### config.mk
export PLATFORM = sky130hd
export DESIGN_NAME = q2e_sqrt_cell
export DESIGN_NICKNAME = d
export VERILOG_FILES = /design/src/hw/rtl/q2e_pkg.sv /design/src/hw/rtl/q2e_sqrt_cell.sv
export SDC_FILE = /design/constraint.sdc
export NUM_CORES = 1
export LEC_CHECK = 0
export ABC_AREA = 1
export CORE_AREA = 2 2 200 202
export CTS_CLUSTER_SIZE = 20
export DETAILED_ROUTE_END_ITERATION = 7
export DIE_AREA = 0 0 202 204
export DONT_BUFFER_PORTS = 1
export PLACE_DENSITY = 0.45
export REMOVE_ABC_BUFFERS = 1
export SYNTH_ARGS = -nofsm -noshare
export SYNTH_HDL_FRONTEND = slang
export SYNTH_SLANG_ARGS = --single-unit
### constraint.sdc
create_clock -name i_clk -period 2.5 [get_ports i_clk]
set_clock_uncertainty 0.05 [all_clocks]
set_input_delay 0.5 -clock i_clk [delete_from_list [all_inputs] [get_ports i_clk]]
set_output_delay 0.5 -clock i_clk [all_outputs]
set_load 0.03 [all_outputs]
### src/hw/rtl/q2e_pkg.sv
`default_nettype none

package q2e_pkg;

    // Operand widths (fixed by the Q2.14 input format)
    localparam int TW  = 35;  // t0..t4, Q.28 with headroom
    localparam int T2W = 30;  // clamped t2, [-2^28, 2^28]
    localparam int QW  = 29;  // square root result, [0, 2^28]
    localparam int RW  = 57;  // square root remainder, [0, 2^56]
    localparam int CW  = 37;  // CORDIC x/y datapath

    localparam logic signed [TW-1:0] T_ONE = TW'(64'sd268435456);

    typedef struct packed {
        logic signed [TW-1:0]  t0;
        logic signed [TW-1:0]  t1;
        logic signed [T2W-1:0] t2;
        logic signed [TW-1:0]  t3;
        logic signed [TW-1:0]  t4;
    } t_terms;

    // atan(2^-i), 2^31 = pi
    localparam logic [31:0] ATAN_TAB [32] = '{
        32'd536870912, 32'd316933406, 32'd167458907, 32'd85004756,
        32'd42667331,  32'd21354465,  32'd10679838,  32'd5340245,
        32'd2670163,   32'd1335087,   32'd667544,    32'd333772,
        32'd166886,    32'd83443,     32'd41722,     32'd20861,
        32'd10430,     32'd5215,      32'd2608,      32'd1304,
        32'd652,       32'd326,       32'd163,       32'd81,
        32'd41,        32'd20,        32'd10,        32'd5,
        32'd3,         32'd1,         32'd1,         32'd0
    };

    // table entry rounded half up to ab angle bits
    function automatic logic [33:0] atan_entry(input int i, input int ab);
        logic [33:0] s;
        s = {2'b00, ATAN_TAB[i % 32]};
        if (ab < 32) begin
            s = s + (34'd1 << (31 - ab));
        end
        return s >> (32 - ab);
    endfunction

endpackage

`default_nettype wire

### src/hw/rtl/q2e_sqrt_cell.sv
`default_nettype none

// One result bit of the integer square root per cell.
module q2e_sqrt_cell import q2e_pkg::*; #(
    parameter int K = 28
) (
    input  wire logic          i_clk,
    input  wire logic          i_en,
    input  wire logic [RW-1:0] i_rem,
    input  wire logic [QW-1:0] i_q,
    input  wire t_terms        i_terms,
    output logic [RW-1:0]      o_rem,
    output logic [QW-1:0]      o_q,
    output t_terms             o_terms
);

    logic [RW+2:0] cand;
    logic          take;
    logic [RW-1:0] r_rem;
    logic [QW-1:0] r_q;
    t_terms        r_terms;

    assign cand = ({(RW + 3 - QW)'(0), i_q} << (K + 1)) + ((RW + 3)'(1) << (2 * K));
    assign take = {3'b000, i_rem} >= cand;

    always_ff @(posedge i_clk) begin
        if (i_en) begin
            r_rem   <= take ? RW'({3'b000, i_rem} - cand) : i_rem;
            r_q     <= take ? (i_q | (QW'(1) << K)) : i_q;
            r_terms <= i_terms;
        end
    end

    assign o_rem   = r_rem;
    assign o_q     = r_q;
    assign o_terms = r_terms;

endmodule

`default_nettype wire

---- Word-level counts from Yosys, hierarchy flattened ----
Index checks and enable logic that the tools add are counted.
cells by class
  $add $sub $neg .......................... 2
  magnitude comparators ................... 1
  mux-type cells .......................... 1
operators by type and width
  kind                                                               count
  58-bit by 57-bit adder with 59-bit output (second input constant)  1
  57-bit by 59-bit >= comparator with 1-bit output                   1
  57-bit two-way mux                                                 1
  57-bit subtractor                                                  1
word-level totals
  bits in registers ....................... 256
  input bits .............................. 258
  output and inout bits ................... 256
  word-level logic and storage cells ...... 12

---- Logic depth before layout (Yosys ltp) ----
  word-level depth ........................ 3
  mapped depth ............................ 16
  gate-level depth less buffers ........... 14

---- Least setup slack after synthesis ----
Ideal clock, no wire load.
  kind .................................... input to register
  start ................................... input i_rem[29]
  end ..................................... register r_rem[32] (netlist: o_rem[32]) (data pin)
  library setup time ...................... 0.252 ns
  arrival ................................. 1.977 ns
  required time ........................... 2.198 ns
  path slack .............................. 0.221 ns
  cell stages on the path ................. 14
  path buffers ............................ 2
  path through ............................ inv_1 -> ha_1 -> inv_1 -> fa_1 -> nand2_1 -> nand3_2 -> nand2_1 -> nand2_1 -> nand2_1 -> nand3_2 -> buf_6 -> buf_12 -> nand2_2 -> nand2_1
between the ends
  cells in the longest elaborated chain, start to end .. 2
  elaborated cells on any way between the ends .. 3
RTL lines
  item                                                                                   line                                      text
  start, declared                                                                        q2e_sqrt_cell.sv:9                        input wire logic [RW-1:0] i_rem,
  57-bit subtractor or 57-bit by 59-bit >= comparator with 1-bit output (tied branches)  q2e_sqrt_cell.sv:28, q2e_sqrt_cell.sv:24
  57-bit two-way mux (*)                                                                 q2e_sqrt_cell.sv:28                       r_rem <= take ? RW'({3'b000, i_rem} - cand) : i_rem;
  end signal, assigned                                                                   q2e_sqrt_cell.sv:28
  end, declared                                                                          q2e_sqrt_cell.sv:19                       logic [RW-1:0] r_rem;
Every way passes the cells marked *; elsewhere a longest branch is shown, timed or not.
A chain may end at the register's enable or synchronous reset.

---- Worst setup path in the final report ----
  start ................................... input i_q[1]
  end ..................................... register r_rem[39] (netlist: o_rem[39]) (data pin)
between the ends
  cells in the longest elaborated chain, start to end .. 3
  elaborated cells on any way between the ends .. 4
RTL lines
  item                                                                                   line                                      text
  start, declared                                                                        q2e_sqrt_cell.sv:10                       input wire logic [QW-1:0] i_q,
  58-bit by 57-bit adder with 59-bit output (*)                                          q2e_sqrt_cell.sv:23                       assign cand = ({(RW + 3 - QW)'(0), i_q} << (K + 1)) + ((RW + 3)'(1) << (2 * K));
  57-bit subtractor or 57-bit by 59-bit >= comparator with 1-bit output (tied branches)  q2e_sqrt_cell.sv:28, q2e_sqrt_cell.sv:24
  57-bit two-way mux (*)                                                                 q2e_sqrt_cell.sv:28
Marked as above.

==> out/qor_table.md <==
| Item | Reported |
| --- | --- |
| Sum of overflow across all layers after global routing | 0 |
| Crit path launch type | input port |
| Layout-stage area growth over the synthesis result | 39.3% |
| PD cells | 772 nW/µm² |
| Vias per inst | 4.36 |
| Clock Root Buffer | clkbuf_16 |
| Number of cells after detailed placement | 1437 |
| Critical-path cell list | inv_1, ha_1, nand2_1, nor3_1, nand3_1, nor2_1, nand2_1, nor2_4, nor2_4, buf_4, nand3_2, nand2_1 |
| Relative slew slack | 37.0% |
| Slowest stage cell, crit path | nor3_1 |
| Routability-driven placement congestion ratio | 0.856 |
| Number of buffers on the longest clock path | 3 |
| Number of vias after detailed routing | 7508 |
| Largest fanout on the critical path | 15 |
| Post-CTS Resized | 0 |
| Leading cell type by number of instances after synthesis | edfxtp_1 |
| Endpoints failing setup | 0 |
| Run status | finished clean |
| Critical path's largest stage delay | 0.48 ns |
| Antenna violations before repair | 5 |
| Crit path top cell by count | nand2_1 |
| Fin cells | 1723 |
| Max-slew violations | 0 |
| Via count of the first global-routing pass | 7654 |
| Floorplan die area | 41200 µm² |
| # clock sinks | 256 |
| Post-CTS Hold Buffers | 230 |
| Number of warnings issued by yosys | 0 |
| Net total in the final layout | 1464 |
| Number of I/O pins | 514 |
| Type of element capturing the critical path | flop |
| Number of buffers inserted during clock tree synthesis | 30 |
| Number of instances in the synthesized netlist | 882 |
| Number of port buffers | 0 |
| First-iteration detailed-routing DRC count | 501 |
| Setup repair after global routing missed its margin | no |
| Synth cell types | 30 |
| Max-cap check violation count | 0 |
| Hold violation total from the final report | 0 |
| Post-route DRC violation count | 0 |
| Detail Route Antenna Nets | 0 |
| Number of enable-type register cells in the synthesized netlist | 256 |
| Final period utilization | 89.9% |
| Placement row count | 73 |
| Synthesized area per cell | 12.2 µm² |
| Synth cell count leaders | 256 x edfxtp_1, 246 x nand2_1, 128 x inv_1, 59 x nor2_1, 42 x nand3_1 |
| Hold WS | 0.0861 ns |
| Setup Crit Path Kind | input port to flop |
| Pin count of the biggest net entering global routing | 222 |
| Class of the tightest hold or removal check | input port to flop |
| Top post-synthesis cells by area | edfxtp_1 71%, nand2_1 8.5%, inv_1 4.4% |
| Clock tree from TritonCTS | built |
| Total power of the final layout | 0.0116 W |
| Area inside the core boundary | 39200 µm² |
| FF+latch count, synth | 256 |
| Die span in x | 202 µm |
| Proportion of netlist area held by the largest area contributor | 71.2% |
| Area of the mapped netlist | 10800 µm² |
| Async set-reset flop share out of synthesis | 0% |
| Wire per inst | 23.0 µm |
| H-Tree Level Count | 1 |
| Share of cells above drive strength 1 | 11.9% |
| Static power due to leakage | 6.21 nW |
| Router iterations before antenna repair | 7 |
| Global-route wire length before repair | 54.0 mm |
| Data required time of the critical path | 2.77 ns |
| Clock-pin slew on the worst setup and hold paths | 0.07 ns |
| Top Family by Delay on Critical Path | simple AND/OR/NAND/NOR gates |
| Postcts setup bufs | 0 |
| Tot GR Track Use | 18.2% |
| Max Fclk | 0.445 GHz |
| Die Y | 204 µm |
| HPWL after DPL | 28.7 mm |
| Highest ir drop seen on vdd | 0.465 mV |
| Total negative slack | 0 ns |
| Critical path buffer and inverter count | 2 |
| Sequential-to-total area share from yosys stat | 71.2% |
| Ys flop type | edfxtp_1 |
| Post-layout util | 38.4% |
| Initial core utilization | 27.6% |
| Actual slew at the worst max-slew pin | 0.945 ns |
| Min cycle time layout | 2.25 ns |
| Final Routed Wirelength | 39.6 mm |
| Post-synth top area cell | edfxtp_1 |
| Crit path DAT | 2.52 ns |
area by class of cell:
type / instances / area, µm²
timing repair buffer: 268 / 2650
antenna: 1 / 2.50
clock buffer: 31 / 754
clock inverter: 23 / 251
sequential: 256 / 7690
fill: 3691 / 24100
tap: 525 / 657
inverter: 134 / 503
multi-input combinational: 485 / 2540
worst paths after layout:
check	slack (ns)	depth (start not counted)	startpoint	to
max	0.25	12	i_q[1]	o_rem[39]$_DFFE_PP_
min	0.09	2	i_q[28]	o_q[28]$_SDFFCE_PP1P_
cell usage in the layout (no fill, tap or decap), drive strengths merged:
master	count
a21oi	15
and2	8
and3	1
buf	38
bufinv	4
clkbuf	31
clkinv	12
clkinvlp	2
diode	1
dlygate4sd3	230
edfxtp	256
fa	1
ha	30
inv	139
nand2	261
nand3	64
nand3b	3
nand4	11
nor2	69
nor3	5
o21ai	2
o21bai	1
or2	1
xnor2	1
xor2	12
state kept, by name (all words and copies together) (netlist names):
register / cells
o_q: 29
o_rem: 57
o_terms: 170
per-layer routing:
layer  GRT usage [%]  part of all wire [%]
met5               0                  0.11
met4            5.15                   2.6
met3            5.17                   7.4
met2            33.7                    52
met1            20.4                    38
cell families after synthesis:
family          share of synthesized area, %
simple gates                            17.9
compound gates                         0.857
buf+inv                                 5.34
xor+xnor                                1.05
fa+ha+maj                               3.66
flops                                   71.2
power breakdown:
part	total, W	switching, W	internal, W
sequential	0.00608	0.000922	0.00516
combinational	0.00105	0.000537	0.000517
clock	0.00448	0.00185	0.00263
per-stage QoR:
step / setup slack [ns] / area, µm²
after floorplan: -0.0216 / 10700
after global placement: -0.292 / 11700
after detailed placement: -0.277 / 11700
after CTS: 0.325 / 15000
after global routing: 0.210 / 15000
final: 0.253 / 15000
(Power assumes the default switching activity.)
