`src/hw/rtl/q2e_pkg.sv`:
```
`default_nettype none

package q2e_pkg;

    // Operand widths (fixed by the Q2.14 input format)
    localparam int TW  = 35;  // t0..t4, Q.28 with headroom
    localparam int T2W = 30;  // clamped t2, [-2^28, 2^28]
    localparam int QW  = 29;  // square root result, [0, 2^28]
    localparam int RW  = 57;  // square root remainder, [0, 2^56]
    localparam int CW  = 37;  // CORDIC x/y datapath

    localparam logic signed [TW-1:0] T_ONE = TW'(64'sd268435456);

    typedef struct packed {
        logic signed [TW-1:0]  t0;
        logic signed [TW-1:0]  t1;
        logic signed [T2W-1:0] t2;
        logic signed [TW-1:0]  t3;
        logic signed [TW-1:0]  t4;
    } t_terms;

    // atan(2^-i), 2^31 = pi
    localparam logic [31:0] ATAN_TAB [32] = '{
        32'd536870912, 32'd316933406, 32'd167458907, 32'd85004756,
        32'd42667331,  32'd21354465,  32'd10679838,  32'd5340245,
        32'd2670163,   32'd1335087,   32'd667544,    32'd333772,
        32'd166886,    32'd83443,     32'd41722,     32'd20861,
        32'd10430,     32'd5215,      32'd2608,      32'd1304,
        32'd652,       32'd326,       32'd163,       32'd81,
        32'd41,        32'd20,        32'd10,        32'd5,
        32'd3,         32'd1,         32'd1,         32'd0
    };

    // table entry rounded half up to ab angle bits
    function automatic logic [33:0] atan_entry(input int i, input int ab);
        logic [33:0] s;
        s = {2'b00, ATAN_TAB[i % 32]};
        if (ab < 32) begin
            s = s + (34'd1 << (31 - ab));
        end
        return s >> (32 - ab);
    endfunction

endpackage

`default_nettype wire

```
`src/hw/rtl/q2e_cordic_pre.sv`:
```
`default_nettype none

// Quadrant pre-rotation into the right half plane; x == 0 is resolved here.
module q2e_cordic_pre import q2e_pkg::*; #(
    parameter int ANGLE_BITS = 16
) (
    input  wire logic                   i_clk,
    input  wire logic                   i_en,
    input  wire logic signed [CW-1:0]   i_y,
    input  wire logic signed [CW-1:0]   i_x,
    output logic signed [CW-1:0]        o_x,
    output logic signed [CW-1:0]        o_y,
    output logic signed [ANGLE_BITS+1:0] o_z,
    output logic                        o_byp
);

    localparam int ZW = ANGLE_BITS + 2;
    localparam logic signed [ZW-1:0] QUARTER = ZW'(1) << (ANGLE_BITS - 2);

    logic signed [CW-1:0] n_x, n_y;
    logic signed [ZW-1:0] n_z;
    logic                 n_byp;
    logic signed [CW-1:0] r_x, r_y;
    logic signed [ZW-1:0] r_z;
    logic                 r_byp;

    always_comb begin
        n_x   = i_x;
        n_y   = i_y;
        n_z   = '0;
        n_byp = 1'b0;
        if (i_x == '0) begin
            n_byp = 1'b1;
            if (i_y > 0) begin
                n_z = QUARTER;
            end else if (i_y < 0) begin
                n_z = -QUARTER;
            end
        end else if (i_x < 0) begin
            if (i_y >= 0) begin
                n_z = QUARTER;
                n_x = i_y;
                n_y = -i_x;
            end else begin
                n_z = -QUARTER;
                n_x = -i_y;
                n_y = i_x;
            end
        end
    end

    always_ff @(posedge i_clk) begin
        if (i_en) begin
            r_x   <= n_x;
            r_y   <= n_y;
            r_z   <= n_z;
            r_byp <= n_byp;
        end
    end

    assign o_x   = r_x;
    assign o_y   = r_y;
    assign o_z   = r_z;
    assign o_byp = r_byp;

endmodule

`default_nettype wire

```
`config.mk`:
```
export PLATFORM = sky130hd
export DESIGN_NAME = q2e_cordic_pre
export DESIGN_NICKNAME = d
export VERILOG_FILES = /design/src/hw/rtl/q2e_pkg.sv /design/src/hw/rtl/q2e_cordic_pre.sv
export SDC_FILE = /design/constraint.sdc
export NUM_CORES = 1
export LEC_CHECK = 0
export ABC_AREA = 1
export BUFFER_PORTS_ARGS = -buffer_cell sky130_fd_sc_hd__buf_2
export CORE_ASPECT_RATIO = 2
export CORE_MARGIN = 5
export CORE_UTILIZATION = 45
export CTS_BUF_LIST = sky130_fd_sc_hd__clkbuf_8
export CTS_CLUSTER_DIAMETER = 120
export DETAILED_ROUTE_END_ITERATION = 10
export PLACE_DENSITY_LB_ADDON = 0.12
export SKIP_LAST_GASP = 1
export SYNTH_ARGS = -nofsm -noshare
export SYNTH_HDL_FRONTEND = slang
export SYNTH_SLANG_ARGS = --single-unit
```
`constraint.sdc`:
```
create_clock -name i_clk -period 4.3 [get_ports i_clk]
set_clock_uncertainty 0.1 [all_clocks]
set_input_delay 0.645 -clock i_clk [delete_from_list [all_inputs] [get_ports i_clk]]
set_output_delay 0.645 -clock i_clk [all_outputs]
set_load 0.01 [all_outputs]
```
After elaboration in Yosys (flattened, before gate mapping):

Cells that the tools add are included.

* register bits after elaboration: 93
* input port bits: 76

* $add $sub $neg: 2
* $lt $le $gt $ge: 4
* mux-type cells: 12
* reduce and logical (&&, ||, !) cells: 1

Operators with widths (count)
* $mux W37: 6
* $mux W18: 5
* $lt A37 B1 Y1 const B: 2
* $neg A37 Y37: 2
* $ge A37 B1 Y1 const B: 1
* $gt A37 B1 Y1 const B: 1
* $logic_not A37 Y1: 1
* $mux W1: 1

Logic depth before layout (Yosys ltp):

Gate-level depths: netlist of run 1.

* word-level depth: 4
* depth in mapped cells: 10
* depth with buffers taken out: 10

Least setup slack after synthesis of run 1:

No wires, ideal clock.

* kind: input to register
* start: input port i_x[0]
* end: register r_y[22] (netlist: o_y[22]), data pin
* setup time: 268 ps
* arrival time: 1573 ps
* required time: 3932 ps
* setup slack: 2359 ps
* cell stages on the path: 9
* buffers on the path: 0
* path through: inv_1 ha_1 nand3_2 nor2_1 nor2_1 nor2_4 nand3_1 nand3_1 o21ai_0

* cells in the longest elaborated chain, start to end: 4

RTL lines
* from (decl): RTL line q2e_cordic_pre.sv:10 `input wire logic signed [CW-1:0] i_x,`
* $neg A37 Y37: RTL line q2e_cordic_pre.sv:43 `n_y = -i_x;`
* $mux W37: RTL line q2e_cordic_pre.sv:40 `if (i_y >= 0) begin`
* $mux W37: RTL line q2e_cordic_pre.sv:39 `end else if (i_x < 0) begin`
* $mux W37 *: RTL line q2e_cordic_pre.sv:32 `if (i_x == '0) begin`
* via n_y[22]: RTL line q2e_cordic_pre.sv:20 `logic signed [CW-1:0] n_x, n_y;`
* to (signal assigned): RTL line q2e_cordic_pre.sv:55 `r_y <= n_y;`
* to (decl): RTL line q2e_cordic_pre.sv:23 `logic signed [CW-1:0] r_x, r_y;`

The timed path passes the listed nets; every way through them passes the cells marked *.
A chain may end at the register's enable or synchronous reset.

Final worst setup path of run 1:

* start: input port i_y[36]
* end: register r_y[19] (netlist: o_y[19]), data pin

* cells in the longest elaborated chain, start to end: 4

RTL lines
* from (decl): RTL line q2e_cordic_pre.sv:9 `input wire logic signed [CW-1:0] i_y,`
* $ge A37 B1 Y1: RTL line q2e_cordic_pre.sv:40
* $mux W37: RTL line q2e_cordic_pre.sv:40
* $mux W37: RTL line q2e_cordic_pre.sv:39
* $mux W37: RTL line q2e_cordic_pre.sv:32
* via n_y[19]: RTL line q2e_cordic_pre.sv:20

The timed path passes the listed nets, and every way through them passes these cells.

==> results of run 1 <==
path summary, 6_finish.rpt:
path	startpoint	end	slack [ps]	cells past startpoint
worst max-delay path	i_y[36]	o_y[19]	1980	8
worst min-delay path	i_x[0]	o_y[0]	490	3
registers in the layout, summed over array words and instances, names as in the netlist:
register / cells
o_x: 37
o_y: 37
o_z: 2
o_byp: 1
metal layers:
metal,wire (µm),up-vias
met1,6650,2643
met5,0,-
met2,10300,258
met4,1350,0
li1,-,2878
met3,1260,66
critical path: stages:
cell	delay, ps
buf_2	410
inv_4	330
nand2_2	210
nand2_2	110
nor2_4	270
nand3_1	120
nand3_1	100
o21ai_1	90
power by group through the flow:
stage / Sequential, mW / Clock [mW] / Combinational (mW)
after floorplan: 0.987 / 0 / 0.221
after global placement: 0.947 / 0 / 0.458
after detailed placement: 0.949 / 0 / 0.460
after CTS: 0.932 / 0.630 / 0.461
after global routing: 0.938 / 0.664 / 0.509
final: 0.931 / 0.616 / 0.461
cell usage after synthesis, drive strengths merged, types with 2 or more instances:
library cell / count / area share [%]
a21oi: 21 / 1.9
a22oi: 2 / 0.27
buf: 33 / 4.2
clkbuf: 10 / 0.67
edfxtp: 77 / 41
ha: 2 / 0.45
inv: 76 / 5.1
nand2: 224 / 15
nand3: 100 / 9.0
nand4: 20 / 2.3
nor2: 131 / 10
nor3: 2 / 0.18
o211ai: 2 / 0.27
o21ai: 80 / 7.3
o22ai: 3 / 0.33
xor2: 3 / 0.47
area by class of cell:
cell class	count	area share, %
well taps	147	2.80
clock buffers	9	1.88
multi-input cells	610	42.4
repair buffers	157	12.1
clock inverters	7	1.37
inverters	76	4.37
flip-flops and latches	77	35.1
logic make-up (layout without fill, tap and decap cells):
kind of cell               Yosys count  after routing  share of synthesized area [%]
AOI/OAI and AO/OA                  111            111                           10.4
and+or+nand+nor                    479            479                           37.3
adders and majority gates            2              2                          0.446
DFF                                 77             77                           41.2
buffers and inverters              119            249                           9.99
xor gates and xnor gates             4              4                          0.624
other                                1             14                         0.0668
==> impl_metrics.tcl, run 1 <==
set metrics [dict create \
    syn_area_um2 5610 \
    fin_util_pct 53.9 \
    ir_drop_uv 189 \
    switching_share_pct 31.0 \
    vias 5845 \
    async_reset_ff_share_pct 0 \
    dr.pass1.iters 5 \
    gr-usage-met2_pct 47.0 \
    power_leakage_nw 3.03 \
    status "finished clean" \
    max_freq_mhz 430 \
    cp_max_fo 50 \
    grt_first_pass_wirelength_mm 29.5 \
    die_w_um 89.0 \
    multi_input_area_um2 2790 \
    drc_errors 0 \
    wl_per_cell_um 18.1 \
    io_buffers 154 \
    cap_violations 0 \
    ctsHoldBuffers 0 \
    vias_per_cell 5.40 \
    hold_violations 0 \
    yosys.cell_types.count 34 \
    overflow 0 \
    postCtsSetupBuffers 0 \
    use_met1_pct 27.4 \
    postCtsResizedCells 0 \
    areaGrowthSynthToFinish_pct 17.2 \
    report.final.slew_viol_count 0 \
    combPwrFrac_pct 23.0 \
    arrival_ps 2300 \
    place_inst 1067 \
    pre_cts_ws_ps 1620 \
    dieArea_um2 14900 \
    setup_violations 0 \
    yosysSeqAreaShare_pct 41.2 \
    power_mw 2.01 \
    seq_area_um2 2310 \
    synth_area_per_cell_um2 7.08 \
    rows 57 \
    hp-class "input pin to flop" \
    drive_above_1_share_pct 21.9 \
    fin_ws_ps 1980 \
    grt_use_total_pct 26.3 \
    ant_nets 0 \
    cts_made_buffers 9 \
    grt_max_degree 104 \
    fill_cells 1259 \
    diodes 0 \
    maxSlewHeadroom_pct 30.5 \
    dpl_cell_area_um2 6360 \
    switchingPower_mw 0.622 \
    nets 1009 \
    grtUsageMet3_pct 4.30 \
    powerDensity_nw_per_um2 305 \
    coreArea_um2 12200 \
    hold_slack_ps 493 \
    fin_crit_ps 2320 \
    fin_tns_setup_ps 0 \
    routabilityCongestion 0.956 \
    layout.cells.non_filler 1083 \
    timing_worst_setup_path_type "input pin to flop" \
    synth_edf_count 77 \
    clk_pin_slew_ps 90 \
    final_common_cell "nand2_1" \
    ys_ff_latch 77 \
    root_buffer "clkbuf_8" \
    cts.sink_count 77 \
    tightest_slew_ps 1040 \
    internal_power_mw 1.39 \
    htreeDepth 3 \
    start_kind "input pin" \
    rsz0062_at_grt "no" \
    yosysWarnings 0 \
    syn_inst 793 \
    synth_ff_type "edfxtp_1" \
    busiest_layer "met2" \
    clkPwrFrac_pct 30.7 \
    antenna_found_initial 0 \
    cts_tree "yes" \
    seq_power_share_pct 46.3 \
    stdcell_area_um2 6580 \
    layout_common_cells "nand2_1, buf_2, nor2_1" \
    clk_path_buf_depth 2 \
    drt_iter0_markers 380 \
    io_pins 169 \
    hpwl_mm 15.2 \
    drt-total-wl_mm 19.6 \
    die_y_um 168 \
    crit_required_ps 4270 \
    start_util_pct 46.0 \
    critPathCaptureType "flop" \
    finalCritPeriodShare_pct 54.1 \
    first_global_vias 5568 \
]
Note: power is estimated with default switching activity, not from simulation.
==> run 2: changes to the inputs <==
==> constraint.sdc (replaced) <==
create_clock -name i_clk -period 2.1 [get_ports i_clk]
set_clock_uncertainty 0.1 [all_clocks]
set_input_delay 0.315 -clock i_clk [delete_from_list [all_inputs] [get_ports i_clk]]
set_output_delay 0.315 -clock i_clk [all_outputs]
set_load 0.01 [all_outputs]
==> impl_metrics.tcl, run 2 (synthesis results as in run 1) <==
set metrics [dict create \
    status "finished clean" \
    crit_required_ps 2110 \
    report.final.slew_viol_count 0 \
    die_w_um 89.0 \
    fin_util_pct 55.0 \
    seq_power_share_pct 46.8 \
    drt_iter0_markers 389 \
    root_buffer "clkbuf_8" \
    diodes 0 \
    hold_violations 0 \
    internal_power_mw 2.76 \
    hold_slack_ps 156 \
    fin_ws_ps 465 \
    cp_slowest_stage_delay_ps 240 \
    io_pins 169 \
    coreArea_um2 12200 \
    switching_share_pct 32.1 \
    timing_worst_setup_path_type "input pin to flop" \
    critPathCaptureType "flop" \
    hpwl_mm 15.5 \
    switchingPower_mw 1.30 \
    cp_top_family "simple AND/OR/NAND/NOR gates" \
    dr.pass1.iters 7 \
    final_common_cell "nand2_1" \
    first_global_vias 5531 \
    wl_per_cell_um 17.5 \
    drc_errors 0 \
    arrival_ps 1650 \
    grt_max_degree 78 \
    pre_cts_ws_ps 101 \
    postCtsResizedCells 0 \
    overflow 0 \
    ant_nets 0 \
    multi_input_area_um2 2790 \
    routabilityCongestion 0.998 \
    cts_tree "yes" \
    ctsHoldBuffers 0 \
    stdcell_area_um2 6710 \
    postCtsSetupBuffers 0 \
    grt_use_total_pct 25.8 \
    combPwrFrac_pct 24.0 \
    htreeDepth 3 \
    dieArea_um2 14900 \
    fill_cells 1289 \
    dpl_cell_area_um2 6510 \
    rows 57 \
    seq_area_um2 2310 \
    io_buffers 154 \
    rsz0062_at_grt "no" \
    clkPwrFrac_pct 29.3 \
    hp-class "input pin to flop" \
    die_y_um 168 \
    finalCritPeriodShare_pct 77.8 \
    cts.sink_count 77 \
    cts_made_buffers 9 \
    vias 5949 \
    setup_violations 0 \
    slowest_stage "nor2_1" \
    critical_path_buf_inv_count 2 \
    vias_per_cell 5.42 \
    areaGrowthSynthToFinish_pct 19.6 \
    power_mw 4.06 \
    drive_above_1_share_pct 23.2 \
    layout_common_cells "nand2_1, buf_2, nor2_1" \
    power_leakage_nw 3.10 \
    drt-total-wl_mm 19.2 \
    clk_pin_slew_ps 90 \
    max_freq_mhz 612 \
    grt_first_pass_wirelength_mm 29.2 \
    cp_max_fo 5 \
    start_kind "input pin" \
    antenna_found_initial 0 \
    start_util_pct 46.0 \
    place_inst 1081 \
    fin_crit_ps 1630 \
    powerDensity_nw_per_um2 605 \
    clk_path_buf_depth 2 \
    fin_tns_setup_ps 0 \
    nets 1023 \
    ir_drop_uv 438 \
    layout.cells.non_filler 1097 \
    cap_violations 0 \
    crit_chain "buf_2, inv_1, ha_1, nand3_2, nor2_1, nor2_1, nor2_4, nand3_1, nand3_1, o21ai_0" \
]
## run 2: changes by cell type in the layout (fill, tap and decap cells not counted), sizes merged
cell    before  now
bufinv       2    1
inv         78   79
buf        157  171
## run 2: routing by layer
layer / share of wire [%] / vias up / global-route usage (%) / wire (µm)
met2: 54 / 289 / 47.5 / 10500
met1: 33 / 2684 / 26.6 / 6270
met3: 7.4 / 61 / 4.30 / 1430
met5: 0 / - / 0 / 0
li1: - / 2915 / - / -
met4: 5.5 / 0 / 13.9 / 1060
## run 2: power by group through the flow
stage                     clock (mW)  sequential (mW)  combinational, mW
after CTS                       1.23             1.90              0.975
after global routing            1.29             1.92               1.07
after global placement             0             1.93              0.965
after detailed placement           0             1.94              0.973
final                           1.19             1.90              0.973
after floorplan                    0             2.02              0.452
## run 2: final cells by class
cell class,count,area share (%)
Clock buffer,9,1.85
Timing Repair Buffer,171,13.9
Tap cell,147,2.74
Clock inverter,7,1.21
Sequential cell,77,34.4
Inverter,76,4.29
Multi-Input combinational cell,610,41.5
## run 2: path summary, 6_finish.rpt
kind  slack (ps)       to  cells past startpoint   start
max          470  o_y[22]                     10  i_x[0]
min          160   o_y[0]                      3  i_x[0]
