`src/hw/rtl/q2e_pkg.sv`:
```
`default_nettype none

package q2e_pkg;

    // Operand widths (fixed by the Q2.14 input format)
    localparam int TW  = 35;  // t0..t4, Q.28 with headroom
    localparam int T2W = 30;  // clamped t2, [-2^28, 2^28]
    localparam int QW  = 29;  // square root result, [0, 2^28]
    localparam int RW  = 57;  // square root remainder, [0, 2^56]
    localparam int CW  = 37;  // CORDIC x/y datapath

    localparam logic signed [TW-1:0] T_ONE = TW'(64'sd268435456);

    typedef struct packed {
        logic signed [TW-1:0]  t0;
        logic signed [TW-1:0]  t1;
        logic signed [T2W-1:0] t2;
        logic signed [TW-1:0]  t3;
        logic signed [TW-1:0]  t4;
    } t_terms;

    // atan(2^-i), 2^31 = pi
    localparam logic [31:0] ATAN_TAB [32] = '{
        32'd536870912, 32'd316933406, 32'd167458907, 32'd85004756,
        32'd42667331,  32'd21354465,  32'd10679838,  32'd5340245,
        32'd2670163,   32'd1335087,   32'd667544,    32'd333772,
        32'd166886,    32'd83443,     32'd41722,     32'd20861,
        32'd10430,     32'd5215,      32'd2608,      32'd1304,
        32'd652,       32'd326,       32'd163,       32'd81,
        32'd41,        32'd20,        32'd10,        32'd5,
        32'd3,         32'd1,         32'd1,         32'd0
    };

    // table entry rounded half up to ab angle bits
    function automatic logic [33:0] atan_entry(input int i, input int ab);
        logic [33:0] s;
        s = {2'b00, ATAN_TAB[i % 32]};
        if (ab < 32) begin
            s = s + (34'd1 << (31 - ab));
        end
        return s >> (32 - ab);
    endfunction

endpackage

`default_nettype wire

```
`src/hw/rtl/q2e_cordic_cell.sv`:
```
`default_nettype none

// One vectoring micro-rotation.
module q2e_cordic_cell import q2e_pkg::*; #(
    parameter int STAGE      = 0,
    parameter int ANGLE_BITS = 16
) (
    input  wire logic                    i_clk,
    input  wire logic                    i_en,
    input  wire logic signed [CW-1:0]    i_x,
    input  wire logic signed [CW-1:0]    i_y,
    input  wire logic signed [ANGLE_BITS+1:0] i_z,
    input  wire logic                    i_byp,
    output logic signed [CW-1:0]         o_x,
    output logic signed [CW-1:0]         o_y,
    output logic signed [ANGLE_BITS+1:0] o_z,
    output logic                         o_byp
);

    localparam int ZW = ANGLE_BITS + 2;
    localparam logic [33:0] A_FULL = atan_entry(STAGE, ANGLE_BITS);
    localparam logic signed [ZW-1:0] A = A_FULL[ZW-1:0];

    logic signed [CW-1:0] dx, dy;
    logic signed [CW-1:0] r_x, r_y;
    logic signed [ZW-1:0] r_z;
    logic                 r_byp;

    assign dx = i_y >>> STAGE;
    assign dy = i_x >>> STAGE;

    always_ff @(posedge i_clk) begin
        if (i_en) begin
            r_byp <= i_byp;
            if (i_byp) begin
                r_x <= i_x;
                r_y <= i_y;
                r_z <= i_z;
            end else if (!i_y[CW-1]) begin
                r_x <= i_x + dx;
                r_y <= i_y - dy;
                r_z <= i_z + A;
            end else begin
                r_x <= i_x - dx;
                r_y <= i_y + dy;
                r_z <= i_z - A;
            end
        end
    end

    assign o_x   = r_x;
    assign o_y   = r_y;
    assign o_z   = r_z;
    assign o_byp = r_byp;

endmodule

`default_nettype wire
```
`config.mk`:
```
export PLATFORM = sky130hd
export DESIGN_NAME = q2e_cordic_cell
export DESIGN_NICKNAME = d
export VERILOG_FILES = /design/src/hw/rtl/q2e_pkg.sv /design/src/hw/rtl/q2e_cordic_cell.sv
export SDC_FILE = /design/constraint.sdc
export NUM_CORES = 1
export LEC_CHECK = 0
export BUFFER_PORTS_ARGS = -buffer_cell sky130_fd_sc_hd__buf_2
export CORE_ASPECT_RATIO = 0.75
export CORE_MARGIN = 4
export CORE_UTILIZATION = 50
export DETAILED_ROUTE_END_ITERATION = 12
export PLACE_DENSITY = 0.84
export SLEW_MARGIN = 20
export SYNTH_ARGS = -nofsm -noshare
export SYNTH_HDL_FRONTEND = slang
export SYNTH_SLANG_ARGS = --single-unit
```
`constraint.sdc`:
```
create_clock -name i_clk -period 2.75 [get_ports i_clk]
set_input_delay 0.275 -clock i_clk [delete_from_list [all_inputs] [get_ports i_clk]]
set_output_delay 0.275 -clock i_clk [all_outputs]
set_load 0.02 [all_outputs]
```
======== Yosys cells after proc, flatten, opt, wreduce, memory -nomap -nowiden ========
Cells that the tools add are included.
cells by class
  add/sub/neg operators ................... 5
  mux-type cells .......................... 6
operator list
  operator                                                                count
  37-bit two-way mux                                                      4
  37-bit subtractor                                                       2
  37-bit adder                                                            1
  18-bit two-way mux                                                      2
  18-bit by 15-bit adder with 18-bit output (second input constant)       1
  18-bit by 15-bit subtractor with 18-bit output (second input constant)  1
storage, ports and cells
  register bits ........................... 93
  input port bits ......................... 95
  output and inout port bits .............. 93
  word-level logic and storage cells ...... 15

======== Longest topological paths before layout ========
Gate-level depths: netlist of run 1.
  depth after elaboration ................. 3
  mapped depth ............................ 13
  depth with buffers taken out ............ 12

======== Least setup slack after synthesis of run 1 ========
Ideal clock, no wire load.
  kind .................................... input -> register
  from .................................... input i_x[0]
  to ...................................... register r_x[32], in the netlist o_x[32], data pin
  library setup time ...................... 0.275 ns
  arrival ................................. 2.722 ns
  data required time ...................... 2.475 ns
  slack ................................... -0.247 ns
  cell stages on the path ................. 11
  buffers on the path ..................... 0
  path through ............................ ha_1 > fa_1 > nor2b_1 > o311a_1 > o31a_1 > o21ai_1 > a21oi_1 > o41ai_2 > nand2_1 > a221oi_1 > o211ai_1
between the ends
  longest elaborated chain between the ends .. 3
  elaborated cells on any way between the ends .. 4
  classes of those cells .................. add/sub (2); mux (2)
ends and longest elaborated chain
  element                                                   line                                          text
  start, declared                                           q2e_cordic_cell.sv:10                         input wire logic signed [CW-1:0] i_x,
  37-bit adder / 37-bit subtractor (equally long branches)  q2e_cordic_cell.sv:40, q2e_cordic_cell.sv:44
  37-bit two-way mux (*)                                    q2e_cordic_cell.sv:39                         end else if (!i_y[CW-1]) begin
  37-bit two-way mux (*)                                    q2e_cordic_cell.sv:35                         if (i_byp) begin
  end signal, assigned                                      q2e_cordic_cell.sv:36                         r_x <= i_x;
  end signal, assigned                                      q2e_cordic_cell.sv:40                         r_x <= i_x + dx;
  end signal, assigned                                      q2e_cordic_cell.sv:44                         r_x <= i_x - dx;
  end, declared                                             q2e_cordic_cell.sv:25                         logic signed [CW-1:0] r_x, r_y;
Mark *: on every way between the ends. The rest lies on a longest branch, timed or not.
A chain may end at the register's enable or synchronous reset.

======== Worst setup path in the final report of run 1 ========
  from .................................... input i_x[1]
  to ...................................... register r_x[21], in the netlist o_x[21], data pin
The elaborated chain is that of the path after synthesis.

==> results.sh, run 1 <==
export IMPL_core_sq_um=20490
export IMPL_rsz0062_at_grt="yes"
export IMPL_grt_ovfl_total=0
export IMPL_drive_gt1_share_pct=41.51
export IMPL_cp_data_required_time_ns=2.86
export IMPL_grt_max_degree=93
export IMPL_synth_area_leaders="edfxtp_1 (26%), ha_1 (14%), a21oi_1 (7.0%), o21ai_0 (4.5%), xnor2_1 (4.2%)"
export IMPL_area_growth_syn_to_layout_pct=50.95
export IMPL_cts_tree="built"
export IMPL_max_cap_violations=0
export IMPL_worst_slack_ns=-0.1843
export IMPL_startpoint="i_x[1]"
export IMPL_synth_main_ff_cell="edfxtp_1"
export IMPL_portBuffers=187
export IMPL_dr_pass1_iters=6
export IMPL_fp_row_count=45
export IMPL_power_density_nw_per_um2=422.1
export IMPL_clockBufferDepth=2
export IMPL_mostFrequentLayoutCells="buf_4 (384), buf_2 (181), a21oi_1 (128), inv_1 (108), ha_1 (97)"
export IMPL_fin_crit_ns=2.934
export IMPL_grt_pass1_vias=12190
export IMPL_die_h_microns=133.7
export IMPL_start_kind="input port"
export IMPL_critPathTopFamily="compound AO/OA/AOI/OAI gates"
export IMPL_post_synth_num_cell_types=75
export IMPL_gp_congestion=1.027
export IMPL_hpwl_microns=33280
export IMPL_cp_num_buf_inv=4
export IMPL_drt_total_wl_microns=44780
export IMPL_h_tree_depth=3
export IMPL_antenna_found_initial=1
export IMPL_grt_usage_pct=34.90
export IMPL_relSlewSlack_pct=62.57
export IMPL_drtAntennaViolNets=0
export IMPL_initial_core_util_pct=51.43
export IMPL_setup_tns_final_ns=-1.225
export IMPL_cts_buffers=9
export IMPL_drv_slew=0
export IMPL_syn_inst=1288
export IMPL_synthArstFlopShare_pct=0
export IMPL_ys_warn_count=0
export IMPL_worst_setup_path_end_kind="flop"
export IMPL_synth_fp_nets=1502
export IMPL_yosys_area_top_type="edfxtp_1"
export IMPL_criticalPathCategory="in -> reg"
export IMPL_vias=12910
export IMPL_root_buffer="clkbuf_16"
export IMPL_tightest_slew_ns=0.5545
export IMPL_crit_end="o_x[21]"
export IMPL_synth_edf_count=93
export IMPL_die_w_microns=175.7
export IMPL_avgSynthCellArea_sq_um=8.183
export IMPL_period_share_pct=106.7
export IMPL_crit_fanout=3
export IMPL_clock_sinks=93
export IMPL_finalSetupViolCount=17
export IMPL_drt_iter0_markers=1678
export IMPL_grt_pass1_wl_microns=65560
export IMPL_path_depth=14
export IMPL_synth_top_area_share_pct=26.50
export IMPL_fmax_mhz=340.8
export IMPL_path_cells="buf_8 > inv_1 > ha_4 > nor2b_2 > o2111ai_2 > buf_4 > nand2_1 > a31o_2 > a2111o_1 > buf_4 > a31oi_1 > mux2i_1 > xnor2_1 > mux2i_1"
export IMPL_routedWlPerCell_microns=21.24
export IMPL_leakagePower_nw=7.395
export IMPL_outcome="finished, violations left"
export IMPL_io_pins=188
export IMPL_design_area_sq_um=15910
export IMPL_final_util_pct=77.63
export IMPL_layout_cells_most_common="buf_4"
export IMPL_hold_path_class="in -> reg"
export IMPL_cts_hold_buf=0
export IMPL_slowest_stage="a2111o_1"
export IMPL_clk_pin_slew_ns=0.08
export IMPL_drc=0
export IMPL_ir_drop_v=0.0003156
export IMPL_place_area_sq_um=14470
export IMPL_ys_ff_latch=93
export IMPL_final_nets=2036
export IMPL_die_area_sq_um=23490
export IMPL_synth_seq_area_share_pct=26.50
export IMPL_netlist_area_sq_um=10540
export IMPL_viasPerCell=6.126
export IMPL_n_antenna_cell=0
export IMPL_crit_arrival_ns=3.04
export IMPL_hold_viol_final=0
export IMPL_cpPeakStageDelay_ns=0.52
export IMPL_violations="negative setup slack"
[how the worst min path moves through the flow]
stage | start | to | slack (ns) | depth (start not counted)
6_report | i_z[5] | o_z[5] | 0.08 | 1
5_1_grt | i_z[5] | o_z[5] | 0.08 | 1
4_1_cts | i_z[4] | o_z[4] | 0.08 | 1
3_5_place_dp | i_z[4] | o_z[4] | 0.45 | 1
3_3_place_gp | i_z[12] | o_z[12] | 0.45 | 1
2_1_floorplan | i_byp | o_byp | 0.37 | 0
[what timing repair did]
| action | CTS | global route |
|---|---|---|
| gates resized for setup | 77 | 120 |
| setup buffers | 11 | 24 |
| endpoints found under the setup margin | 37 | 49 |
| pin swaps | 30 | 60 |
[area by class of cell]
class / count / area, sq um
clock inverters: 6 / 95.09
fillers: 1404 / 4584
inverters: 118 / 445.4
flip-flops and latches: 93 / 2793
repair buffers: 592 / 4144
well taps: 282 / 352.8
clock buffers: 9 / 225.2
multi-input cells: 1008 / 7855
[kinds of logic (layout without fill, tap and decap cells)]
logic type,Yosys count,in the layout,share of synthesized area (%)
and+or+nand+nor,332,332,14.98
AOI/OAI and AO/OA,453,453,28.06
muxes,45,45,4.345
adders and majority gates,119,119,14.41
DFF,93,93,26.50
xor gates and xnor gates,59,59,4.903
buffers and inverters,187,725,6.802
[cell usage after synthesis, drive strengths merged, types with 5 or more instances]
cell and count:
a21oi 148, inv 116, ha 115, nor2 98
o21ai 97, edfxtp 93, nand2 84, xnor2 51
clkbuf 45, mux2i 39, a21o 34, nor3 33
nand3 27, buf 24, nand4 19, o21bai 19
a211oi 17, a31oi 16, o31ai 15, nor2b 13
o211ai 13, or3 13, nor4 12, a21boi 9
a221oi 9, or2 8, xor2 8, and2 7
a2111oi 6, and3 6, mux2 6, o21a 6
o221ai 6, a31o 5, nand2b 5, o31a 5
[power by group]
part	switching (W)	internal, W
combinational	0.00195	0.00151
clock	0.000631	0.000803
sequential	0.0000480	0.00178
total	0.00262	0.00409
[layer usage]
layer / routed length, microns / GRT usage [%] / vias to the layer above
met4: 1566 / 10.22 / 4
li1: - / - / 5766
met1: 18480 / 48.82 / 6026
met5: 65 / 1.875 / -
met2: 19670 / 54.90 / 955
met3: 4996 / 6.780 / 162
[state kept, by name, indices dropped and copies added, names as in the netlist]
name   count
o_z       18
o_y       37
o_byp      1
o_x       37
[per-stage QoR]
stage | worst slack (ns) | hold slack, ns | cells | power [W]
6_report | -0.1843 | 0.08266 | 2108 | 0.006715
5_1_grt | -0.2047 | 0.07503 | 2108 | 0.006982
4_1_cts | -0.09900 | 0.08121 | 2087 | 0.006399
3_5_place_dp | -0.6609 | 0.4535 | 2061 | 0.004854
3_3_place_gp | -0.6693 | 0.4519 | 2061 | 0.004793
2_1_floorplan | -0.1874 | 0.3739 | 1288 | 0.003452
No activity file was read; power rests on OpenSTA's default activity.
==> run 2: changes to the inputs <==
--- a/config.mk
+++ b/config.mk
@@ -8,9 +8,9 @@
 export BUFFER_PORTS_ARGS = -buffer_cell sky130_fd_sc_hd__buf_2
 export CORE_ASPECT_RATIO = 0.75
 export CORE_MARGIN = 4
-export CORE_UTILIZATION = 50
+export CORE_UTILIZATION = 35
 export DETAILED_ROUTE_END_ITERATION = 12
-export PLACE_DENSITY = 0.84
+export PLACE_DENSITY = 0.65
 export SLEW_MARGIN = 20
 export SYNTH_ARGS = -nofsm -noshare
 export SYNTH_HDL_FRONTEND = slang
==> results.sh, run 2 (synthesis gave the netlist of run 1 again) <==
export IMPL_outcome="finished, violations left"
export IMPL_violations="negative setup slack"
export IMPL_hpwl_microns=34370
export IMPL_vias=12090
export IMPL_fmax_mhz=348.3
export IMPL_fin_cells=2212
export IMPL_hold_path_class="in -> reg"
export IMPL_slowest_stage="fa_2"
export IMPL_cts_buffers=9
export IMPL_cpPeakStageDelay_ns=0.35
export IMPL_startpoint="i_y[0]"
export IMPL_grt_usage_pct=25.06
export IMPL_gp_congestion=0.9170
export IMPL_drv_slew=0
export IMPL_area_growth_syn_to_layout_pct=50.58
export IMPL_core_sq_um=29390
export IMPL_pre_cts_ws_ns=-0.6715
export IMPL_clk_pin_slew_ns=0.08
export IMPL_clock_sinks=93
export IMPL_grt_pass1_wl_microns=65830
export IMPL_crit_fanout=4
export IMPL_routedWlPerCell_microns=19.66
export IMPL_relSlewSlack_pct=62.87
export IMPL_die_area_sq_um=32980
export IMPL_die_w_microns=208.4
export IMPL_fin_crit_ns=2.871
export IMPL_grt_pass1_vias=11640
export IMPL_grt_ovfl_total=0
export IMPL_clockBufferDepth=2
export IMPL_multi_input_area_sq_um=7819
export IMPL_power_density_nw_per_um2=409.5
export IMPL_max_cap_violations=0
export IMPL_criticalPathCategory="in -> reg"
export IMPL_root_buffer="clkbuf_16"
export IMPL_mostFrequentLayoutCells="buf_4 (387), buf_2 (181), a21oi_1 (131), inv_1 (109), nor2_1 (96)"
export IMPL_crit_arrival_ns=2.97
export IMPL_antenna_found_initial=0
export IMPL_drive_gt1_share_pct=40.93
export IMPL_initial_core_util_pct=35.86
export IMPL_portBuffers=187
export IMPL_drt_iter0_markers=904
export IMPL_period_share_pct=104.4
export IMPL_dr_pass1_iters=5
export IMPL_start_kind="input port"
export IMPL_n_fill_cell=2760
export IMPL_drtAntennaViolNets=0
export IMPL_viasPerCell=5.467
export IMPL_rsz0062_at_grt="yes"
export IMPL_cp_data_required_time_ns=2.85
export IMPL_tightest_slew_ns=0.5569
export IMPL_path_cells="buf_8 > ha_4 > fa_2 > nor2b_4 > o311a_1 > o31a_1 > o21ai_2 > a21oi_2 > o41ai_2 > buf_4 > nand2_2 > a221oi_2 > o211ai_1"
export IMPL_min_to="o_z[8]"
export IMPL_ir_drop_v=0.0002916
export IMPL_cts_tree="built"
export IMPL_worst_setup_path_end_kind="flop"
export IMPL_h_tree_depth=3
export IMPL_die_h_microns=158.3
export IMPL_leakagePower_nw=7.347
export IMPL_hp_start="i_z[8]"
export IMPL_drt_total_wl_microns=43490
export IMPL_n_antenna_cell=0
export IMPL_layout_cells_most_common="buf_4"
export IMPL_hold_viol_final=0
export IMPL_worst_slack_ns=-0.1209
export IMPL_io_pins=188
export IMPL_holdPathStages=1
export IMPL_drc=0
export IMPL_grt_max_degree=93
export IMPL_dp_cells=2182
export IMPL_finalSetupViolCount=5
export IMPL_fp_row_count=54
export IMPL_seq_area_sq_um=2793
export IMPL_final_nets=2029
==> run 2: cell count changes in the layout (fill, tap and decap cells not counted), moves of 3 or more <==
| cell | delta |
|---|---|
| nor4_2 | -3 |
| a31oi_2 | +3 |
| o21ai_4 | +3 |
| a31oi_1 | -3 |
| a21oi_1 | +3 |
| ha_2 | +3 |
| o21ai_2 | -3 |
| buf_6 | -6 |
| buf_4 | +3 |
==> run 2: what timing repair did <==
action                     in CTS  in global routing
setup endpoints to repair      31                 46
buffers inserted                6                 11
pin swaps                      13                 38
resized for setup              53                120
hold buffers                    0                  0
==> run 2: critical path, delay by kind of cell <==
kind,cells,cell delay [ns]
compound gates,7,1.63
fa+ha+maj,2,0.50
buf+inv,2,0.32
simple gates,2,0.23
==> run 2: report_power, final <==
part	switching (W)	internal, W	leakage [nW]
clock network	0.000692	0.000637	0.144
logic	0.00187	0.00148	6.29
registers	0.0000478	0.00178	0.910
==> run 2: layer usage <==
layer	track usage (%)	up-vias	part of all wire (%)
met5	0	-	0
met4	4.126	0	1.2
met3	4.058	35	8.0
met2	38.72	492	43
met1	37.57	5798	48
li1	-	5769	-
==> run 2: worst max-delay path by stage <==
stage                     endpoint  slack (ns)  depth (start not counted)
final                      o_x[32]       -0.12                         13
after global routing       o_x[32]       -0.23                         13
after CTS                  o_x[36]       -0.01                         12
after detailed placement   o_y[24]       -0.67                         15
after global placement     o_x[32]       -0.65                         14
after floorplan            o_x[33]       -0.19                          9
==> run 2: cell type report <==
class,count,area share (%)
Clock buffer,9,1.419
Clock inverter,7,0.3942
Inverter,118,2.806
Multi-Input combinational cell,1008,49.26
Sequential cell,93,17.60
Tap cell,392,3.090
Timing Repair Buffer,585,25.43
==> run 2: stage by stage <==
stage / total power (W) / hold WS (ns) / utilization, % / TNS [ns] / instance area (sq um)
5_1_grt: 0.006847 / 0.04912 / 54.00 / -1.521 / 15870
3_3_place_gp: 0.004864 / 0.4528 / 50.00 / -20.28 / 14690
6_report: 0.006500 / 0.06702 / 54.00 / -0.3013 / 15870
4_1_cts: 0.006297 / 0.05326 / 51.97 / -0.01128 / 15270
2_1_floorplan: 0.003452 / 0.3739 / - / -0.6203 / 10620
3_5_place_dp: 0.004885 / 0.4538 / 50.00 / -21.54 / 14690
==> run 3: changes to the inputs <==
--- a/config.mk
+++ b/config.mk
@@ -7,7 +7,7 @@
 export LEC_CHECK = 0
 export BUFFER_PORTS_ARGS = -buffer_cell sky130_fd_sc_hd__buf_2
 export CORE_ASPECT_RATIO = 0.75
-export CORE_MARGIN = 4
+export CORE_MARGIN = 2
 export CORE_UTILIZATION = 35
 export DETAILED_ROUTE_END_ITERATION = 12
 export PLACE_DENSITY = 0.65
==> results.sh, run 3 (synthesis gave the netlist of run 1 again) <==
export IMPL_outcome="finished, violations left"
export IMPL_violations="negative setup slack"
export IMPL_vias=12140
export IMPL_relSlewSlack_pct=54.46
export IMPL_grt_usage_pct=26.30
export IMPL_power_density_nw_per_um2=417.8
export IMPL_multi_input_area_sq_um=7841
export IMPL_viasPerCell=5.494
export IMPL_leakagePower_nw=7.355
export IMPL_portBuffers=187
export IMPL_crit_end="o_x[33]"
export IMPL_clk_pin_slew_ns=0.07
export IMPL_grt_pass1_wl_microns=64760
export IMPL_die_w_microns=204.4
export IMPL_antenna_found_initial=0
export IMPL_gp_congestion=0.9569
export IMPL_fp_row_count=54
export IMPL_drtAntennaViolNets=0
export IMPL_crit_fanout=4
export IMPL_io_pins=188
export IMPL_h_tree_depth=3
export IMPL_grt_ovfl_total=0
export IMPL_place_area_sq_um=14660
export IMPL_n_antenna_cell=0
export IMPL_crit_arrival_ns=2.96
export IMPL_worst_slack_ns=-0.09291
export IMPL_fmax_mhz=351.8
export IMPL_drive_gt1_share_pct=40.81
export IMPL_hold_viol_final=0
export IMPL_seq_area_sq_um=2793
export IMPL_fin_crit_ns=2.843
export IMPL_clock_sinks=93
export IMPL_routedWlPerCell_microns=19.43
export IMPL_final_nets=2028
export IMPL_hpwl_microns=33890
export IMPL_n_fill_cell=2760
export IMPL_drv_slew=0
export IMPL_cts_tree="built"
export IMPL_period_share_pct=103.4
export IMPL_max_cap_violations=0
export IMPL_dr_pass1_iters=5
export IMPL_rsz0062_at_grt="yes"
export IMPL_core_sq_um=29320
export IMPL_hold_path_class="in -> reg"
export IMPL_cts_hold_buf=0
export IMPL_die_area_sq_um=31530
export IMPL_cts_buffers=9
export IMPL_criticalPathCategory="in -> reg"
export IMPL_grt_max_degree=112
export IMPL_drt_total_wl_microns=42950
export IMPL_grt_pass1_vias=11670
export IMPL_clockBufferDepth=2
export IMPL_mostFrequentLayoutCells="buf_4 (388), buf_2 (178), a21oi_1 (131), inv_1 (108)"
export IMPL_area_growth_syn_to_layout_pct=51.28
export IMPL_design_area_sq_um=15950
export IMPL_startpoint="i_x[20]"
export IMPL_die_h_microns=154.3
export IMPL_tightest_slew_ns=0.6746
export IMPL_layout_cells_most_common="buf_4"
export IMPL_drt_iter0_markers=1069
export IMPL_fin_cells=2210
export IMPL_root_buffer="clkbuf_16"
export IMPL_initial_core_util_pct=35.94
export IMPL_cp_data_required_time_ns=2.87
export IMPL_drc=0
export IMPL_ir_drop_v=0.0003154
export IMPL_finalSetupViolCount=7
export IMPL_start_kind="input port"
export IMPL_worst_setup_path_end_kind="flop"
export IMPL_dp_cells=2178
run 3: cell count changes in the layout (fill, tap and decap cells not counted), sizes merged:
cell	change
clkinvlp	+1
clkinv	-2
inv	-2
buf	-1
bufinv	+2
run 3: timing repair:
item,4_1_cts,5_1_grt
resized for setup,76,116
gates cloned,0,0
pin swaps,31,51
setup buffers,10,14
setup endpoints to repair,36,49
run 3: stage by stage:
stage	utilization (%)	power, W	worst slack (ns)	hold WS [ns]	TNS, ns
after floorplan	-	0.003452	-0.1874	0.3739	-0.6203
after global placement	50.01	0.004868	-0.7900	0.4527	-22.44
after detailed placement	50.01	0.004890	-0.8505	0.4537	-24.26
after CTS	52.33	0.006474	-0.1171	0.06351	-0.3929
after global routing	54.38	0.006983	-0.1873	0.06631	-1.654
final	54.38	0.006662	-0.09291	0.07681	-0.3943
run 3: metal layers:
metal | global-route usage, % | vias to the layer above | share of wire, %
li1 | - | 5755 | -
met1 | 39.71 | 5808 | 48
met2 | 39.68 | 536 | 43
met3 | 3.856 | 43 | 7.9
met4 | 4.831 | 0 | 1.1
met5 | 0 | - | 0
run 3: area by class of cell:
| type | instances | share of cell area (%) |
|---|---|---|
| clock buffer | 9 | 1.412 |
| clock inverter | 6 | 0.5885 |
| inverter | 118 | 2.825 |
| multi-input combinational | 1008 | 49.18 |
| sequential | 93 | 17.51 |
| tap | 392 | 3.076 |
| timing repair buffer | 584 | 25.41 |
run 3: how the worst min path moves through the flow:
stage                 start       to  depth (start not counted)
floorplan             i_byp    o_byp                          0
global placement    i_z[10]  o_z[10]                          1
detailed placement   i_z[0]   o_z[0]                          1
CTS                  i_z[0]   o_z[0]                          1
global route         i_z[0]   o_z[0]                          1
finish               i_z[0]   o_z[0]                          1
run 3: critical path, stage by stage:
cell and delay [ns]:
buf_2 0.09, inv_1 0.05, ha_1 0.33, inv_1 0.11, buf_4 0.15, a21oi_2 0.13, o21bai_1 0.12, a21oi_2 0.21
and2_2 0.24, a2111oi_4 0.08, buf_4 0.17, a211o_4 0.35, buf_4 0.15, a22o_1 0.18, a311o_1 0.32
run 3: report_power, final:
part,total (W),switching (W),internal (W)
logic,0.00338,0.00188,0.00150
clock network,0.00145,0.000651,0.000802
registers,0.00183,0.0000487,0.00178
